===== config.mk =====
export PLATFORM = sky130hd
export DESIGN_NAME = elot_cell
export DESIGN_NICKNAME = d
export VERILOG_FILES = /design/src/sv/elot_pkg.sv /design/src/sv/elot_cell.sv
export SDC_FILE = /design/constraint.sdc
export NUM_CORES = 1
export LEC_CHECK = 0
export ABC_AREA = 1
export ABC_CLOCK_PERIOD_IN_PS = 7220
export BUFFER_PORTS_ARGS = -buffer_cell sky130_fd_sc_hd__buf_2
export CAP_MARGIN = 5
export CORE_AREA = 2 2 275 277
export CTS_BUF_LIST = sky130_fd_sc_hd__clkbuf_2 sky130_fd_sc_hd__clkbuf_4 sky130_fd_sc_hd__clkbuf_8
export DETAILED_ROUTE_END_ITERATION = 16
export DIE_AREA = 0 0 277 279
export GPL_ROUTABILITY_DRIVEN = 0
export PLACE_DENSITY_LB_ADDON = 0.12
export SLEW_MARGIN = 25
export SYNTH_ARGS = -nofsm -noshare
export SYNTH_HDL_FRONTEND = slang
export SYNTH_SLANG_ARGS = --single-unit
export TNS_END_PERCENT = 100

===== constraint.sdc =====
create_clock -name clk -period 7.22 [get_ports clk]
set_input_delay 1.805 -clock clk [delete_from_list [all_inputs] [get_ports clk]]
set_output_delay 1.805 -clock clk [all_outputs]
set_load 0.05 [all_outputs]

===== src/sv/elot_pkg.sv =====
package elot_pkg;

	// Command selector codes; 6 and 7 are no-ops
	typedef enum logic [2:0] {
		FN_APPEND      = 3'd0,
		FN_REMOVE_IDX  = 3'd1,
		FN_REMOVE_LAST = 3'd2,
		FN_CLEAR       = 3'd3,
		FN_NEWEST      = 3'd4,
		FN_EXISTS      = 3'd5
	} func_t;

	// Status codes
	localparam logic [1:0] ST_OK        = 2'd0;
	localparam logic [1:0] ST_BAD_INDEX = 2'd1;
	localparam logic [1:0] ST_NO_RECORD = 2'd2;
	localparam logic [1:0] ST_FULL      = 2'd3;

	// Record kinds; anything above insert acts as a delete
	localparam logic [1:0] ACT_UPDATE = 2'd0;
	localparam logic [1:0] ACT_INSERT = 2'd1;

	// Operation broadcast to every cell of the chain
	typedef enum logic [2:0] {
		OP_IDLE    = 3'd0,
		OP_APPEND  = 3'd1,
		OP_FIND    = 3'd2,
		OP_REMOVE  = 3'd3,
		OP_COMPACT = 3'd4
	} cell_op_t;

	typedef struct packed {
		logic [1:0]  act;
		logic [31:0] size;
		logic [63:0] data;
	} rec_t;

	// Token that walks the chain one cell per cycle
	typedef struct packed {
		logic vld;
		logic hit;
		rec_t rec;
	} scan_t;

	typedef struct packed {
		cell_op_t op;
		rec_t     rec;
	} cell_ctl_t;

	typedef struct packed {
		logic [2:0]  func;
		logic [39:0] offset;
		logic [1:0]  action;
		logic [31:0] size_bytes;
		logic [63:0] data_word;
		logic [5:0]  entry_index;
	} cmd_t;

	typedef struct packed {
		logic [1:0]  status;
		logic        found;
		logic [39:0] rec_offset;
		logic [1:0]  rec_action;
		logic [31:0] rec_size;
		logic [63:0] rec_data;
		logic [6:0]  entry_count;
	} result_t;

endpackage


===== src/sv/elot_cell.sv =====
module elot_cell #(
	parameter int IDX = 0,
	parameter int OW  = 40,
	parameter int IW  = 6,
	parameter int CW  = 7
) (
	input  logic               clk,
	input  logic               arst_n,
	input  elot_pkg::cell_ctl_t ctl,
	input  logic [OW-1:0]      pos,
	input  logic [IW-1:0]      sel,
	input  logic [CW-1:0]      count,
	input  elot_pkg::scan_t    scan_in,
	input  logic [OW-1:0]      scan_off_in,
	output elot_pkg::scan_t    scan_out,
	output logic [OW-1:0]      scan_off_out,
	input  logic [OW-1:0]      nxt_off,
	input  elot_pkg::rec_t     nxt_rec,
	output logic [OW-1:0]      off,
	output elot_pkg::rec_t     rec
);
	import elot_pkg::*;

	logic [OW-1:0] off_q;
	rec_t          rec_q;
	logic          vld_q;
	logic          hit_q;
	rec_t          srec_q;
	logic [OW-1:0] soff_q;

	logic [OW-1:0] off_d;
	rec_t          rec_d;
	scan_t         scan_d;
	logic [OW-1:0] soff_d;
	logic          is_sel;
	logic          is_live;
	logic          at_or_above;

	// Move an offset by one, holding it at either bound
	function automatic logic [OW-1:0] step_off(input logic [OW-1:0] v, input logic up);
		logic [OW-1:0] r;
		r = v;
		if (up) begin
			if (!(&v))
				r = v + OW'(1);
		end else begin
			if (v != '0)
				r = v - OW'(1);
		end
		return r;
	endfunction

	assign is_sel      = (sel == IW'(IDX));
	assign is_live     = (CW'(IDX) < count);
	assign at_or_above = (IW'(IDX) >= sel);

	// Decide the next entry and the token handed upward
	always_comb begin
		off_d  = off_q;
		rec_d  = rec_q;
		scan_d = scan_in;
		soff_d = scan_off_in;
		unique case (ctl.op)
			OP_APPEND: begin
				if (is_sel) begin
					off_d = pos;
					rec_d = ctl.rec;
				end else if (ctl.rec.act != ACT_UPDATE && off_q >= pos) begin
					off_d = step_off(off_q, ctl.rec.act == ACT_INSERT);
				end
			end
			OP_FIND: begin
				if (scan_in.vld && is_live && off_q == pos) begin
					scan_d.hit = 1'b1;
					scan_d.rec = rec_q;
					soff_d     = off_q;
				end
			end
			OP_REMOVE: begin
				if (scan_in.vld) begin
					if (is_sel) begin
						scan_d.hit = 1'b1;
						scan_d.rec = rec_q;
						soff_d     = off_q;
					end else if (scan_in.hit && scan_in.rec.act != ACT_UPDATE &&
							off_q >= scan_off_in) begin
						off_d = step_off(off_q, scan_in.rec.act != ACT_INSERT);
					end
				end
			end
			OP_COMPACT: begin
				if (at_or_above) begin
					off_d = nxt_off;
					rec_d = nxt_rec;
				end
			end
			default: begin
			end
		endcase
	end

	// Hold the entry
	always_ff @(posedge clk) begin
		off_q  <= off_d;
		rec_q  <= rec_d;
		hit_q  <= scan_d.hit;
		srec_q <= scan_d.rec;
		soff_q <= soff_d;
	end

	// Advance the token marker
	always_ff @(posedge clk or negedge arst_n) begin
		if (!arst_n) begin
			vld_q <= 1'b0;
		end else begin
			vld_q <= scan_d.vld;
		end
	end

	assign scan_out     = '{vld: vld_q, hit: hit_q, rec: srec_q};
	assign scan_off_out = soff_q;
	assign off          = off_q;
	assign rec          = rec_q;

endmodule


==> metrics.md, run 1 <==
| Metric | Value |
|---|---|
| Post-synth ARST share | 0.3597% |
| Worst Path Buf+Inv | 4 |
| Drt pass-1 iters | 5 |
| Sequential cell area | 6952 um^2 |
| Commonest non-fill, non-tap cell in the layout | nand2_1 |
| TritonCTS clock tree | yes |
| Worst-skew pair later-pin latency | approximately 0.68 ns |
| CP peak stage delay | 0.49 ns |
| Synth top area share | about 24% |
| Measured slew at the worst slew-check pin | 1.010 ns |
| Placeable Area | 74070 um^2 |
| Final period utilization | 60.93% |
| Final Setup Violations | 0 |
| Post-CTS Setup Bufs | 0 |
| Post-synth top area cell | nand2_1 |
| Min cycle time layout | about 4.4 ns |
| Gate Count Post-Synth | 2677 |
| Max-slew headroom | 32.68% |
| Avg Vias per Cell | 4.637 |
| CTS Buf Count | 56 |
| Synth top area cells | nand2_1 24%, edfxtp_1 23%, dfxtp_1 15% |
| Status | complete, no violations |
| PnR Total Power | 4724 uW |
| Static leakage power | ~0.012 uW |
| CP endpoint kind | flip-flop |
| Multi-input gate area | 9834 um^2 |
| CP required | 7.76 ns |
| Final TNS setup | 0 ns |
| Fin area | about 24000 um^2 |
| Root buffer cell | clkbuf_8 |
| Largest net degree at the start of global routing | between 100 and 150 |
| Cell Area, Synth | ~18000 um^2 |
| Post-synth EDFFs | roughly 140 |
| IO buf count | just over 700 |
| CP Cell Sequence | buf_2 > inv_2 > nor2_4 > inv_2 > nor3_1 > nand3_1 > o22ai_4 > nand2_4 > buf_4 > nand2_1 > nand2_1 |
| RSZ-0062 raised after global routing | false |
| Power Dens Cells | 199.4 nW/um^2 |
| Die width | 277 um |
| Post-Route Utilization | 31.99% |
| Post-route ant nets | 0 |
| Clock Skew | 0.04248 ns |
| Grt ovf | 0 |
| Count of different cell masters after synthesis | 43 |
| Initial DRC count | around 1.6k |
| I/O pins | 712 |
| Max VDD drop | 0.0001296 V |
| Vias in the first global route | 19.36k |
| Wire per inst | 23.20 um |
| Top Family by Delay on Critical Path | simple AND/OR/NAND/NOR gates |
| First-pass GRT wire length | 140200 um |
| Dpl hpwl | 79410 um |
| Post-cts gate resize count | 0 |
| Area Overhead vs Synth | 30.78% |
| Setup Crit Path Kind | input pin to flip-flop |
| FILL cells | 8347 |
| Final hold violations | 0 |
| R2r setup slk | 3.25 ns |
| Seq cells post-synth | 278 |
| Antenna violations before repair | 20 |
| Reg clk slew, reported paths | 0.06 ns |
| Hold_ws | roughly 0.6 ns |
| Most frequent cells in the layout | 1168 x nand2_1, 710 x buf_2, 256 x nor2_1 |
| Worst Hold Class | flip-flop to flip-flop |
| Arrival @ worst endpoint | roughly 5 ns |
| Starting Density | 24.46% |
| CP startpoint kind | input pin |
| FP Rows | 100 |
| Hold Buf Count CTS | 0 |
| Final layout net count | 3833 |
| H-tree depth | 2 |
| FMAX | 227.3 MHz |
| Total length of routed wires | 100700 um |
| Worst-path cell with the longest stage delay | buf_4 |
| Clock sink count | approximately 280 |
| Seq/Total Area, Yosys | 38.36% |
| DRC violations left | 0 |
| Slew Limit Fails | 0 |
| Share of cells above drive strength 1 | 25.79% |
| Max FO, Critical Path | 52 |
| Mapped Avg Cell Area | 6.769 um^2 |
| Max_cap viols | 0 |
| Cell area after placement | 22430 um^2 |
| Die footprint | 77280 um^2 |
| Clock Tree Buf Depth | 3 |
| DR vias | 20.13k |
| Total Routing Usage GR | 24.87% |
| DIE HEIGHT | 279 um |
| Ys flop type | dfxtp_1 |
| Synth Warn # | 0 |
| Mapped Nets | about 3.2k |
-- final timing paths --
path,end,startpoint,cells after the start
setup reg to reg,off[19],off[0],14
min in group asynchronous,vld_q,arst_n,1
hold reg to reg,scan_out[73],rec[73],3
hold / removal,scan_out[73],rec[73],3
setup / recovery,scan_off_out[5],ctl[99],11
max in group asynchronous,vld_q,arst_n,1
-- metal layers --
| layer | part of all wire, % | up-vias | global-route usage, % |
|---|---|---|---|
| li1 | - | 9862 | - |
| met1 | 45 | 9314 | 34.06 |
| met2 | 45 | 822 | 39.84 |
| met3 | 7.8 | 119 | 5.405 |
| met4 | 2.1 | 14 | 5.811 |
| met5 | 0.073 | - | 0 |
-- stage by stage --
step	setup WS [ns]	std cells
finish	2.821	4341
global route	2.532	4339
CTS	2.826	4334
detailed placement	2.085	4228
global placement	2.171	4228
floorplan	2.062	2677
-- cell usage after synthesis, drive strengths merged, types with 13 or more instances --
master  instances
dfxtp         139
nand4          33
nand2        1171
ha             82
buf            63
o21ai          63
edfxtp        138
nand3b         98
nor2          266
inv           185
nand3         184
clkbuf         85
o211ai         13
xor2           34
a21oi          88
-- layout make-up --
type | instances | share of cell area [%]
diodes | 7 | 0.07392
repair buffers | 730 | 15.75
multi-input cells | 2066 | 41.50
clock inverters | 30 | 1.162
inverters | 185 | 2.936
flip-flops and latches | 278 | 29.34
clock buffers | 76 | 4.124
well taps | 969 | 5.116
-- kinds of logic after synthesis --
logic type	Yosys count	synth area share, %
AND/OR/NAND/NOR	1768	41.17
buffers and inverters	333	7.623
flip-flops	278	38.36
AO/OA/AOI/OAI	181	5.490
adder cells (fa/ha/maj)	82	5.662
XOR/XNOR	35	1.692
-- worst reg2reg max path, cell delays in order (launching register included) --
cell      delay [ns]
edfxtp_1        0.63
inv_2           0.35
ha_1            0.50
nand2_2         0.22
nor2_2          0.29
nand2_1         0.09
nor2_1          0.16
nand2_2         0.38
buf_4           0.41
inv_2           0.24
nor2_1          0.11
nand2_1         0.08
nand3_1         0.10
nand2_1         0.10
nand2_1         0.05
-- registers in the layout (all words and copies together) (netlist names) --
signal	cells
hit_q	1
off	40
scan_out	98
rec	98
vld_q	1
scan_off_out	40
-- where the power goes --
group	internal, uW	total, uW	switching (uW)	leakage, uW
Combinational	305	1020	719	0.00889
Clock	1040	1860	824	0.000663
Sequential	1740	1840	103	0.00243
Total	3080	4720	1650	0.0120
Power figures use the tool's default switching activity.
==> run 2, diff against run 1 <==
--- a/config.mk
+++ b/config.mk
@@ -5,14 +5,14 @@
 export SDC_FILE = /design/constraint.sdc
 export NUM_CORES = 1
 export LEC_CHECK = 0
-export ABC_AREA = 1
-export ABC_CLOCK_PERIOD_IN_PS = 7220
+export ABC_AREA = 0
+export ABC_CLOCK_PERIOD_IN_PS = 4300
 export BUFFER_PORTS_ARGS = -buffer_cell sky130_fd_sc_hd__buf_2
 export CAP_MARGIN = 5
-export CORE_AREA = 2 2 275 277
+export CORE_AREA = 2 2 277 279
 export CTS_BUF_LIST = sky130_fd_sc_hd__clkbuf_2 sky130_fd_sc_hd__clkbuf_4 sky130_fd_sc_hd__clkbuf_8
 export DETAILED_ROUTE_END_ITERATION = 16
-export DIE_AREA = 0 0 277 279
+export DIE_AREA = 0 0 279 281
 export GPL_ROUTABILITY_DRIVEN = 0
 export PLACE_DENSITY_LB_ADDON = 0.12
 export SLEW_MARGIN = 25
==> constraint.sdc (replaced) <==
create_clock -name clk -period 4.3 [get_ports clk]
set_input_delay 1.075 -clock clk [delete_from_list [all_inputs] [get_ports clk]]
set_output_delay 1.075 -clock clk [all_outputs]
set_load 0.05 [all_outputs]
==> metrics.md, run 2 <==
| Metric | Value |
|---|---|
| Max FO, Critical Path | 6 (was 52) |
| Static leakage power | 0.01003 uW (was 0.01198 uW) |
| Min cycle time layout | 3.762 ns |
| Commonest non-fill, non-tap cell in the layout | buf_2 (was nand2_1) |
| DRC violations left | 0 (unchanged) |
| Max VDD drop | 0.0001829 V (was 0.0001296 V) |
| Status | complete, no violations (unchanged) |
| Hold Buf Count CTS | 0 (unchanged) |
| Synth top area share | 25.84% (was 24.22%) |
| Clock Tree Buf Depth | 3 (unchanged) |
| CTS Buf Count | 59 (was 56) |
| R2r setup slk | 0.54 ns (was 3.25 ns) |
| Slew Limit Fails | 0 (unchanged) |
| Vias in the first global route | 17.07k (was 19.36k) |
| FP Rows | 101 (was 100) |
| First-pass GRT wire length | 121800 um (was 140200 um) |
| Reg-to-reg critical path startpoint | off[0] (unchanged) |
| Synth Warn # | 0 (unchanged) |
| IO buf count | 711 (unchanged) |
| Initial DRC count | 1055 (was 1557) |
| Power Dens Cells | 327.8 nW/um^2 (was 199.4 nW/um^2) |
| Cell Area, Synth | 16040 um^2 (was 18120 um^2) |
| Fin worst setup slack | 0.5379 ns (was 2.821 ns) |
| Final Setup Violations | 0 (unchanged) |
| Count of different cell masters after synthesis | 81 (was 43) |
| Total length of routed wires | 87400 um (was 100700 um) |
| DR vias | 17.01k (was 20.13k) |
| Worst-skew pair later-pin latency | 0.68 ns (about the same) |
| Post-synth EDFFs | 138 (unchanged) |
| H-tree depth | 2 (unchanged) |
| Reg clk slew, reported paths | 0.06 ns (about the same) |
| Antenna violations before repair | 32 (was 20) |
| Clock sink count | 278 (unchanged) |
| CP endpoint kind | flip-flop (unchanged) |
| I/O pins | 712 (unchanged) |
| Top-count cell post-synth | nand2_1 (unchanged) |
| Post-cts gate resize count | 0 (unchanged) |
| Total Routing Usage GR | 21.37% (was 24.87%) |
| DIE HEIGHT | 281 um (was 279 um) |
| Wire per inst | 24.63 um (was 23.20 um) |
| Largest net degree at the start of global routing | 139 (unchanged) |
| TritonCTS clock tree | yes (unchanged) |
| Clock Skew | 0.03504 ns (was 0.04248 ns) |
| Setup Crit Path Kind | flip-flop to flip-flop (was input pin to flip-flop) |
| CP required | 4.72 ns (was 7.76 ns) |
| Root buffer cell | clkbuf_8 (unchanged) |
| Ys flop type | dfxtp_1 (unchanged) |
| Dpl hpwl | 69890 um (was 79410 um) |
| Die footprint | 78400 um^2 (was 77280 um^2) |
| Final hold violations | 0 (unchanged) |
| Die width | 279 um (was 277 um) |
| Share of cells above drive strength 1 | 41.16% (was 25.79%) |
| Mapped Nets | 2286 (was 3193) |
| R2R cell count | 10 (was 14) |
| Seq/Total Area, Yosys | 43.35% (was 38.36%) |
| Arrival @ worst endpoint | 4.18 ns (was 4.94 ns) |
| Post-CTS Setup Bufs | 0 (unchanged) |
| Max_cap viols | 0 (unchanged) |
| Synth cell count leaders | 331 x nand2_1, 190 x o21ai_0, 139 x dfxtp_1, 138 x edfxtp_1, 98 x mux2_2 (was 1169 x nand2_1, 259 x nor2_1, 178 x inv_1, 173 x nand3_1, 139 x dfxtp_1) |
| Area Overhead vs Synth | 40.60% (was 30.78%) |
| Post-synth ARST share | 0.3597% (unchanged) |
| CP startpoint kind | flip-flop (was input pin) |
| Post-synth top area cell | edfxtp_1 (was nand2_1) |
| FMAX | between 200 and 300 MHz |
| Final layout net count | 3028 (was 3833) |
| Avg Vias per Cell | 4.794 (was 4.637) |
| Final period utilization | 87.49% |
| Max-slew headroom | 28.16% (was 32.68%) |
| R2R Path End | off[11] (was off[19]) |
| Placeable Area | 75440 um^2 (was 74070 um^2) |
| Post-route ant nets | 0 (unchanged) |
| Most frequent cells in the layout | 711 x buf_2, 331 x nand2_1, 190 x o21ai_0 (was 1168 x nand2_1, 710 x buf_2, 256 x nor2_1) |
| Mapped Avg Cell Area | 9.061 um^2 (was 6.769 um^2) |
| Grt ovf | 0 (unchanged) |
| Final TNS setup | 0 ns (unchanged) |
| Starting Density | 21.26% (was 24.46%) |
| Worst Hold Class | input pin to async pin (was flip-flop to flip-flop) |
| RSZ-0062 raised after global routing | false (unchanged) |
| Synth top area cells | edfxtp_1 26%, dfxtp_1 17%, nand2_1 7.7% (was nand2_1 24%, edfxtp_1 23%, dfxtp_1 15%) |
| Gate Count Post-Synth | 1770 (was 2677) |
| Pre-CTS WS | 0.1191 ns (was 2.085 ns) |
| Drt pass-1 iters | 6 (was 5) |
| Post-Route Utilization | 29.89% (was 31.99%) |
| Seq cells post-synth | 278 (unchanged) |
| Measured slew at the worst slew-check pin | 1.068 ns (was 1.010 ns) |
==> run 2: cell count changes after synthesis, moves of 25 or more <==
| cell | before | now |
|---|---|---|
| nand3_1 | 173 | 37 |
| nand2_1 | 1169 | 331 |
| nor2_1 | 259 | 71 |
| mux2_2 | 0 | 98 |
| buf_2 | 42 | 14 |
| xnor2_1 | 1 | 26 |
| inv_1 | 178 | 87 |
| a21oi_1 | 88 | 42 |
| nor3_1 | 4 | 35 |
| nand3b_1 | 98 | 2 |
| a22oi_1 | 0 | 28 |
| o21ai_0 | 45 | 190 |
==> run 2: area by class of cell <==
type                            count  area, um^2
Fill cell                        8208       52890
Multi-Input combinational cell   1279        8319
Sequential cell                   278        6952
Timing Repair Buffer              807        4417
Tap cell                          978        1224
Clock buffer                       97        1166
Inverter                           87       326.6
Clock inverter                     15       127.6
Antenna cell                        7       17.52
==> run 2: how the worst max path moves through the flow <==
stage                     cells after the start  slack [ns]         endpoint  startpoint
after floorplan                               4        0.03           rec[0]      sel[2]
after global routing                         10        0.30          off[11]      off[0]
final                                        10        0.54          off[11]      off[0]
after detailed placement                      9        0.12  scan_off_out[0]    count[4]
after CTS                                    10        0.59          off[11]      off[0]
after global placement                       12        0.07          off[10]     pos[11]
==> run 2: worst max-delay path: stages, from the launching register on <==
cell	delay, ns
edfxtp_1	0.38
inv_1	0.20
ha_1	0.26
nor4b_1	0.63
nand4_1	0.56
nor4_4	0.47
buf_4	0.25
o32ai_1	0.11
xnor2_1	0.18
a222oi_1	0.33
o21ai_0	0.13
==> run 2: power breakdown <==
group / internal (uW) / switching (uW)
combinational: 458 / 851
clock: 1780 / 1360
sequential: 2880 / 56.9
==> run 2: per-stage QoR <==
stage	cells	power [uW]	hold WS (ns)	instance area (um^2)
3_3_place_gp	3429	4305	0.5162	21240
4_1_cts	3541	7535	0.09936	22530
2_1_floorplan	1770	3717	0.7794	16090
6_report	3548	7393	0.1738	22550
3_5_place_dp	3429	4311	0.5205	21240
5_1_grt	3546	7732	0.1151	22540
==> run 2: cell families (layout without fill, tap and decap cells) <==
kind of cell    Yosys count  count (layout)  share of synthesized area (%)
compound gates          416             416                          16.55
xor+xnor                 38              38                          2.075
other cells               0               7                              0
mux                     110             110                          7.630
simple gates            633             633                          18.60
fa+ha+maj                82              82                          6.397
buf+inv                 213            1006                          5.407
flops                   278             278                          43.35
==> run 2: routing by layer <==
metal	track usage, %	vias up	share of wire, %
met5	0	-	0.079
met3	4.655	140	7.0
met2	38.53	759	51
met1	25.36	8166	39
met4	6.135	12	2.7
li1	-	7932	-
